**config.mk**
```make
export PLATFORM = sky130hd
export DESIGN_NAME = depth_shade_rgb565_core
export DESIGN_NICKNAME = d
export VERILOG_FILES = /design/src/hw/rtl/dsr_pkg.sv /design/src/hw/rtl/dsr_ctrl.sv /design/src/hw/rtl/dsr_datapath.sv /design/src/hw/rtl/depth_shade_rgb565_core.sv
export VERILOG_INCLUDE_DIRS = /design/src /design/src/hw/rtl
export SDC_FILE = /design/constraint.sdc
export NUM_CORES = 1
export LEC_CHECK = 0
export ABC_AREA = 1
export BUFFER_PORTS_ARGS = -buffer_cell sky130_fd_sc_hd__buf_2
export CELL_PAD_IN_SITES_DETAIL_PLACEMENT = 0
export CELL_PAD_IN_SITES_GLOBAL_PLACEMENT = 2
export CORE_MARGIN = 1
export CORE_UTILIZATION = 40
export CTS_CLUSTER_DIAMETER = 100
export CTS_CLUSTER_SIZE = 25
export DETAILED_ROUTE_END_ITERATION = 16
export PLACE_DENSITY = 0.92
export SETUP_SLACK_MARGIN = 0.3
export SKIP_LAST_GASP = 1
export SLEW_MARGIN = 30
export SYNTH_ARGS = -nofsm -noshare
export SYNTH_HDL_FRONTEND = slang
export SYNTH_HIERARCHICAL = 1
export SYNTH_SLANG_ARGS = --single-unit
```
**constraint.sdc**
```tcl
create_clock -name aclk -period 6.75 [get_ports aclk]
set_input_delay 1.35 -clock aclk [delete_from_list [all_inputs] [get_ports aclk]]
set_output_delay 1.35 -clock aclk [all_outputs]
set_load 0.02 [all_outputs]
```
**src/hw/rtl/depth_shade_rgb565_core_macros.svh**
```systemverilog
// Assertion macros for the depth shade core, clocked on aclk and idle while aresetn is low.
`ifndef DEPTH_SHADE_RGB565_CORE_MACROS_SVH
`define DEPTH_SHADE_RGB565_CORE_MACROS_SVH

// same-cycle implication
`define DSR_ASSERT_SAME(lbl, ante, cons, msg) \
    lbl: assert property (@(posedge aclk) disable iff (!aresetn) (ante) |-> (cons)) \
        else $error(msg);

// next-cycle implication
`define DSR_ASSERT_NEXT(lbl, ante, cons, msg) \
    lbl: assert property (@(posedge aclk) disable iff (!aresetn) (ante) |=> (cons)) \
        else $error(msg);

`endif

```
**src/hw/rtl/dsr_pkg.sv**
```systemverilog
// Shared types and constants for the depth shade RGB565 core.
package dsr_pkg;

    localparam int unsigned DEPTH_W    = 8;
    localparam int unsigned CHAN_W     = 8;
    localparam int unsigned NUM_W      = 16;
    localparam int unsigned DIV_ITERS  = 16;
    localparam int unsigned CNT_W      = 4;
    localparam logic [7:0]  DEPTH_BACKGROUND = 8'd255;
    localparam logic [7:0]  FULL_SCALE       = 8'd255;
    localparam logic [7:0]  RED_MASK         = 8'hF8;
    localparam logic [7:0]  GREEN_MASK       = 8'hFC;

    localparam logic MODE_SCAN  = 1'b0;
    localparam logic MODE_SHADE = 1'b1;

    typedef struct packed {
        logic              mode;
        logic [CHAN_W-1:0] red_in;
        logic [CHAN_W-1:0] green_in;
        logic [CHAN_W-1:0] blue_in;
        logic [DEPTH_W-1:0] pixel_depth;
        logic              last_pixel;
    } in_beat_t;

    typedef struct packed {
        logic [15:0] pixel_word;
        logic        end_of_frame;
    } out_beat_t;

    // controller -> datapath
    typedef struct packed {
        logic scan_update;
        logic load_op;
        logic div_step;
        logic mul_load;
        logic out_load;
    } dsr_cmd_t;

    // datapath -> controller
    typedef struct packed {
        logic shade_beat;
    } dsr_status_t;

endpackage

```
**src/hw/rtl/dsr_ctrl.sv**
```systemverilog
// Controller state machine: sequences tracker update, divide, scale and output load.
module dsr_ctrl
    import dsr_pkg::*;
(
    input  logic        aclk,
    input  logic        aresetn,
    input  logic        s_valid,
    output logic        s_ready,
    output logic        m_valid,
    input  logic        m_ready,
    input  dsr_status_t status,
    output dsr_cmd_t    cmd
);

    localparam logic [1:0] ST_IDLE = 2'd0;
    localparam logic [1:0] ST_DIV  = 2'd1;
    localparam logic [1:0] ST_MUL  = 2'd2;
    localparam logic [1:0] ST_PACK = 2'd3;

    logic [1:0]       state_reg, state_next;
    logic [CNT_W-1:0] cnt_reg, cnt_next;
    logic             m_valid_reg, m_valid_next;
    logic             out_free;

    assign out_free = !m_valid_reg || m_ready;
    assign s_ready  = (state_reg == ST_IDLE);
    assign m_valid  = m_valid_reg;

    always_comb begin
        state_next = state_reg;
        cnt_next   = cnt_reg;
        cmd        = '0;
        unique case (state_reg)
            ST_IDLE: begin
                if (s_valid) begin
                    if (status.shade_beat) begin
                        cmd.load_op = 1'b1;
                        cnt_next    = '0;
                        state_next  = ST_DIV;
                    end else begin
                        cmd.scan_update = 1'b1;
                    end
                end
            end
            ST_DIV: begin
                cmd.div_step = 1'b1;
                cnt_next     = cnt_reg + 1'b1;
                if (cnt_reg == CNT_W'(DIV_ITERS - 1)) begin
                    state_next = ST_MUL;
                end
            end
            ST_MUL: begin
                cmd.mul_load = 1'b1;
                state_next   = ST_PACK;
            end
            ST_PACK: begin
                if (out_free) begin
                    cmd.out_load = 1'b1;
                    state_next   = ST_IDLE;
                end
            end
            default: state_next = ST_IDLE;
        endcase
    end

    always_comb begin
        m_valid_next = m_valid_reg;
        if (cmd.out_load) begin
            m_valid_next = 1'b1;
        end else if (m_ready) begin
            m_valid_next = 1'b0;
        end
    end

    always_ff @(posedge aclk) begin
        if (!aresetn) begin
            state_reg   <= ST_IDLE;
            cnt_reg     <= '0;
            m_valid_reg <= 1'b0;
        end else begin
            state_reg   <= state_next;
            cnt_reg     <= cnt_next;
            m_valid_reg <= m_valid_next;
        end
    end

endmodule

```
**src/hw/rtl/dsr_datapath.sv**
```systemverilog
// Datapath: depth trackers, serial shade divider, channel scaling and RGB565 packing.
module dsr_datapath
    import dsr_pkg::*;
(
    input  logic        aclk,
    input  logic        aresetn,
    input  in_beat_t    s_payload,
    input  dsr_cmd_t    cmd,
    output dsr_status_t status,
    output out_beat_t   m_payload
);

    // trackers
    logic [DEPTH_W-1:0] depth_low_reg, depth_high_reg;
    logic               seen_reg;

    // operand and divider registers
    logic [NUM_W-1:0]   num_reg;
    logic [DEPTH_W-1:0] den_reg;
    logic [DEPTH_W-1:0] rem_reg;
    logic               force_zero_reg, force_full_reg;
    logic [CHAN_W-1:0]  red_reg, green_reg, blue_reg;
    logic               last_reg;
    logic [NUM_W-1:0]   prod_r_reg, prod_g_reg, prod_b_reg;
    out_beat_t          out_reg;

    logic [DEPTH_W-1:0] lo_eff, hi_eff;
    logic               full_range;
    logic [DEPTH_W-1:0] span_hi;
    logic [DEPTH_W:0]   rem_shift;
    logic               q_bit;
    logic [DEPTH_W-1:0] shade;
    logic [CHAN_W-1:0]  red_s, green_s, blue_s;
    logic [15:0]        word;

    // exact x / 255 for x up to 255*255
    function automatic logic [CHAN_W-1:0] div255(input logic [NUM_W-1:0] x);
        logic [NUM_W:0] t;
        t = {1'b0, x} + (NUM_W+1)'(1) + (NUM_W+1)'(x[NUM_W-1:8]);
        return t[NUM_W-1:8];
    endfunction

    assign status.shade_beat = (s_payload.mode == MODE_SHADE);
    assign m_payload         = out_reg;

    assign full_range = !seen_reg || (depth_low_reg == depth_high_reg);
    assign lo_eff     = full_range ? '0 : depth_low_reg;
    assign hi_eff     = full_range ? DEPTH_BACKGROUND : depth_high_reg;
    assign span_hi    = hi_eff - s_payload.pixel_depth;

    // restoring divide, one quotient bit per step
    assign rem_shift = {rem_reg, num_reg[NUM_W-1]};
    assign q_bit     = (rem_shift >= {1'b0, den_reg});

    assign shade = force_zero_reg ? '0 : (force_full_reg ? FULL_SCALE : num_reg[7:0]);

    assign red_s   = div255(prod_r_reg);
    assign green_s = div255(prod_g_reg);
    assign blue_s  = div255(prod_b_reg);
    // top 5/6/5 bits of each channel
    assign word    = {red_s[7:3], green_s[7:2], blue_s[7:3]};

    always_ff @(posedge aclk) begin
        if (!aresetn) begin
            depth_low_reg  <= DEPTH_BACKGROUND;
            depth_high_reg <= '0;
            seen_reg       <= 1'b0;
        end else if (cmd.scan_update) begin
            if (s_payload.pixel_depth != DEPTH_BACKGROUND) begin
                if (s_payload.pixel_depth < depth_low_reg) begin
                    depth_low_reg <= s_payload.pixel_depth;
                end
                if (s_payload.pixel_depth > depth_high_reg) begin
                    depth_high_reg <= s_payload.pixel_depth;
                end
                seen_reg <= 1'b1;
            end
        end else if (cmd.out_load && last_reg) begin
            depth_low_reg  <= DEPTH_BACKGROUND;
            depth_high_reg <= '0;
            seen_reg       <= 1'b0;
        end
    end

    always_ff @(posedge aclk) begin
        if (cmd.load_op) begin
            num_reg        <= NUM_W'(span_hi) * NUM_W'(FULL_SCALE);
            den_reg        <= hi_eff - lo_eff;
            rem_reg        <= '0;
            force_zero_reg <= (s_payload.pixel_depth > hi_eff);
            force_full_reg <= (s_payload.pixel_depth < lo_eff);
            red_reg        <= s_payload.red_in;
            green_reg      <= s_payload.green_in;
            blue_reg       <= s_payload.blue_in;
            last_reg       <= s_payload.last_pixel;
        end else if (cmd.div_step) begin
            rem_reg <= q_bit ? DEPTH_W'(rem_shift - {1'b0, den_reg}) : rem_shift[DEPTH_W-1:0];
            num_reg <= {num_reg[NUM_W-2:0], q_bit};
        end
        if (cmd.mul_load) begin
            prod_r_reg <= NUM_W'(red_reg) * NUM_W'(shade);
            prod_g_reg <= NUM_W'(green_reg) * NUM_W'(shade);
            prod_b_reg <= NUM_W'(blue_reg) * NUM_W'(shade);
        end
        if (cmd.out_load) begin
            out_reg.pixel_word   <= word;
            out_reg.end_of_frame <= last_reg;
        end
    end

endmodule

```
**src/hw/rtl/depth_shade_rgb565_core.sv**
```systemverilog
// Scan beats (mode 0) are taken one per cycle while the core is idle and give no output.
// Shade beats go through the bit-serial divider, the channel multipliers, then the pack
// into the output register, which waits until the output is free; m_valid follows.
// s_ready returns the cycle after the load; no new beat is taken while a shade beat runs.
// aresetn (synchronous, active low) clears the trackers to min 255, max 0, none seen.
module depth_shade_rgb565_core
    import dsr_pkg::*;
(
    input  logic      aclk,
    input  logic      aresetn,
    input  logic      s_valid,
    output logic      s_ready,
    input  in_beat_t  s_payload,
    output logic      m_valid,
    input  logic      m_ready,
    output out_beat_t m_payload
);

`include "depth_shade_rgb565_core_macros.svh"

    dsr_cmd_t    cmd;
    dsr_status_t status;

    dsr_ctrl u_ctrl (
        .aclk    (aclk),
        .aresetn (aresetn),
        .s_valid (s_valid),
        .s_ready (s_ready),
        .m_valid (m_valid),
        .m_ready (m_ready),
        .status  (status),
        .cmd     (cmd)
    );

    dsr_datapath u_datapath (
        .aclk      (aclk),
        .aresetn   (aresetn),
        .s_payload (s_payload),
        .cmd       (cmd),
        .status    (status),
        .m_payload (m_payload)
    );

    `DSR_ASSERT_NEXT(a_shade_busy, s_valid && s_ready && s_payload.mode == MODE_SHADE, !s_ready, "shade beat did not hold off input")
    `DSR_ASSERT_NEXT(a_scan_silent, s_valid && s_ready && s_payload.mode == MODE_SCAN && !m_valid, !m_valid, "scan beat produced a word")
    `DSR_ASSERT_SAME(a_no_overwrite, cmd.out_load, !m_valid || m_ready, "output word overwritten")
    `DSR_ASSERT_SAME(a_cmd_onehot, 1'b1, $onehot0(cmd), "conflicting datapath commands")

endmodule

```
==> results.tsv <==
stage	metric	value	unit
cells_and_area	final_cell_mix	nand2_1 (350), inv_1 (326), ha_1 (219)	
logic_synthesis	yosysWarnings	6	
die	dieWidth	197.3	um
global_routing	grt_first_pass_wirelength	55830	um
setup_path	cp.arrival	6.22	ns
die	core-area	0.03758	sq mm
cts	cts.sinks	148	
cells_and_area	layout_commonest_cell	nand2_1	
cts	clk_pin_slew	0.07	ns
drt	drtIter0Drc	474	
logic_synthesis	netlist-cell-type-count	46	
cells_and_area	stdcell_count	2363	
logic_synthesis	syn_nets	2155	
setup_path	rrSetupSlack	0.73	ns
job	maxCapViolations	0	
logic_synthesis	yosysSeqAreaShare	27.04	%
global_routing	grt.met2_usage	32.75	%
logic_synthesis	synth-main-ff-cell	edfxtp_1	
setup_path	crit_top_cell	nand2_1	
logic_synthesis	ys_seq_elements	148	
placed_design	place_congestion	0.8520	
status	status	complete, but fails checks	
cells_and_area	diodes	0	
drt	wl	33320	um
setup_path	path_class	flip-flop to flip-flop	
setup_path	critical-path-max-stage-delay	0.53	ns
logic_synthesis	synth_area	0.01525	sq mm
logic_synthesis	avgSynthCellArea	8.637	sq um
setup_path	cp-end-kind	flip-flop	
global_routing	grt_max_degree	50	
global_routing	grt_overflow_total	0	
setup_path	start_kind	flip-flop	
global_routing	met3_usage	2.339	%
logic_synthesis	synthAdderAreaFrac	35.24	%
cts	cts_tree	done	
min_path	hp-start	u_datapath/rem_reg[4]$_SDFFE_PP0P_	
setup_path	path_buf_inv	7	
setup_path	slowest_stage	fa_1	
cells_and_area	fin_area	0.01683	sq mm
placed_design	dp_hpwl	27230	um
cells_and_area	final_core_util	44.78	%
setup_path	reg2reg_depth	32	
die	rows	71	
die	fp.dieH	197.3	um
cts	cts_setup_buffers	0	
drt	via_per_inst	4.806	
global_routing	track_usage	18.35	%
min_path	min_path_cells	2	
cells_and_area	multi_input_area	0.009824	sq mm
global_routing	busiest_layer	met2	
cells_and_area	final_nets	2228	
cts	root_buffer	clkbuf_16	
placed_design	dpl-instance-area	0.01624	sq mm
global_routing	grt_use_met1	22.16	%
cts	cts_buffers	17	
logic_synthesis	yosys.area_share.simple	17.68	%
status	violations	DRC	
cells_and_area	largest_reg_flops	17	
timing	worst_slew_pin_slew	0.7685	ns
die	top_level_ports	57	
timing	setup-tns-final	0	ns
cells_and_area	area_delta_synth_final	10.32	%
timing	setup_viol	0	
logic_synthesis	netlist_instances	1766	
timing	hold_viol	0	
logic_synthesis	async_flop_share	0	%
timing	rsz0062_at_grt	no	
cells_and_area	drive_above_1_share	7.721	%
setup_path	required	6.95	ns
timing	fin_crit_sh	89.24	%
logic_synthesis	muxShareOfSynthArea	0	%
global_routing	grt_pass1_vias	11550	
drt	wl_per_cell	14.10	um
timing	fmax	0.1660	GHz
logic_synthesis	synth_xor_area_share	4.429	%
setup_path	crit_path_max_fanout	5	
die	start_util	40.59	%
die	dieArea	0.03892	sq mm
setup_path	r2r_start	u_datapath/depth_low_reg[7]$_SDFFE_PN1P_	
timing	slew_headroom	48.71	%
min_path	hold_class	flip-flop to flip-flop	
timing	clock-skew-final	0.01556	ns
cts	clockBufferDepth	2	
drt	vias	11360	
cells_and_area	fill_cells	3641	
setup_path	crit_family	adder cells	
cells_and_area	regArea	0.004124	sq mm
timing	drv_slew	0	
logic_synthesis	synth-edff-count	116	
drt	dr.pass1.iters	11	
setup_path	reg2reg_to	u_datapath/num_reg[15]$_DFFE_PP_	
placed_design	port_buffers	56	
cts	clkLatencyLatePin	0.46	ns
cts	cts_htree_levels	4	
placed_design	dp_cells	2331	
global_routing	antenna_found_initial	0	
min_path	holdPathEnd	u_datapath/rem_reg[4]$_SDFFE_PP0P_	
logic_synthesis	synth_compound_area_share	6.636	%
timing	period_minus_slack	6.024	ns
logic_synthesis	synth_top_family_by_area	adder cells	
drt	drc_errors	2	
drt	ant_nets	0	
==> tightest hold or removal path, stage by stage, from the launching register on <==
cell and delay (ns):
dfxtp_1 0.33, nand2_1 0.06, nand2_1 0.05
==> cell type report <==
type / instances / area share (%)
multi-input cells: 1257 / 58.38
flip-flops and latches: 148 / 24.51
inverters: 341 / 7.607
well taps: 511 / 3.800
clock buffers: 19 / 2.573
repair buffers: 74 / 2.469
clock inverters: 13 / 0.6618
==> synthesized netlist by cell type, types with 2 or more instances <==
| cell | number | area, sq um |
|---|---|---|
| inv_2 | 7 | 26.28 |
| o21bai_1 | 7 | 52.55 |
| a21oi_1 | 96 | 480.5 |
| xor2_1 | 40 | 350.3 |
| clkinv_1 | 5 | 18.77 |
| ha_1 | 220 | 2753 |
| and3_1 | 2 | 12.51 |
| xnor2_1 | 29 | 254.0 |
| nand3_2 | 4 | 40.04 |
| nand2_1 | 350 | 1314 |
| a21o_1 | 4 | 30.03 |
| edfxtp_1 | 116 | 3483 |
| dfxtp_1 | 32 | 640.6 |
| xor2_4 | 2 | 55.05 |
| buf_2 | 3 | 15.01 |
| nand3_1 | 75 | 375.4 |
| o211ai_1 | 4 | 30.03 |
| a211oi_1 | 5 | 37.54 |
| fa_1 | 131 | 2623 |
| o21ai_0 | 48 | 240.2 |
| inv_1 | 329 | 1235 |
| o21ai_2 | 2 | 17.52 |
| nand3b_1 | 8 | 60.06 |
| a31oi_1 | 7 | 43.79 |
| nor3_1 | 7 | 35.03 |
| nand2_2 | 4 | 25.02 |
| o31ai_1 | 2 | 15.01 |
| nor2_1 | 181 | 679.4 |
| clkbuf_1 | 13 | 48.80 |
| buf_4 | 3 | 22.52 |
| nand4_1 | 14 | 87.58 |
| a21oi_2 | 2 | 17.52 |
==> cells by family after synthesis <==
family,Yosys count
compound gates,182
xor+xnor,72
fa+ha+maj,351
buf+inv,361
flops,148
simple gates,652
==> metrics by stage <==
step           setup WS (ns)  hold WS, ns
2_1_floorplan         0.7203       0.4262
3_3_place_gp          0.2620       0.4634
3_5_place_dp          0.2168       0.4682
4_1_cts               0.5476       0.4793
5_1_grt               0.3048       0.5163
6_report              0.7262       0.4801
==> layer usage <==
layer / vias up / wire (um)
li1: 5781 / -
met1: 5386 / 14880
met2: 144 / 16760
met3: 46 / 841
met4: 0 / 837
met5: - / 0
==> what timing repair did <==
| action | CTS | global route |
|---|---|---|
| endpoints found under the setup margin | 0 | 6 |
| gates resized for setup | 0 | 10 |
| hold buffers | 0 | 0 |
==> how the worst max path moves through the flow <==
| stage | start | endpoint | cells after the start |
|---|---|---|---|
| after detailed placement | s_payload[1] | u_datapath/num_reg[12]$_DFFE_PP_ | 27 |
| after global placement | s_payload[1] | u_datapath/num_reg[12]$_DFFE_PP_ | 27 |
| after global routing | u_datapath/depth_high_reg[7]$_SDFFE_PN0P_ | u_datapath/num_reg[15]$_DFFE_PP_ | 33 |
| after floorplan | s_payload[1] | u_datapath/num_reg[12]$_DFFE_PP_ | 26 |
| final | u_datapath/depth_low_reg[7]$_SDFFE_PN1P_ | u_datapath/num_reg[15]$_DFFE_PP_ | 32 |
| after CTS | u_datapath/depth_low_reg[7]$_SDFFE_PN1P_ | u_datapath/num_reg[14]$_DFFE_PP_ | 32 |
Power is not shown: default switching activity piles up to over one toggle a cycle in this logic, so the estimate is an artifact.
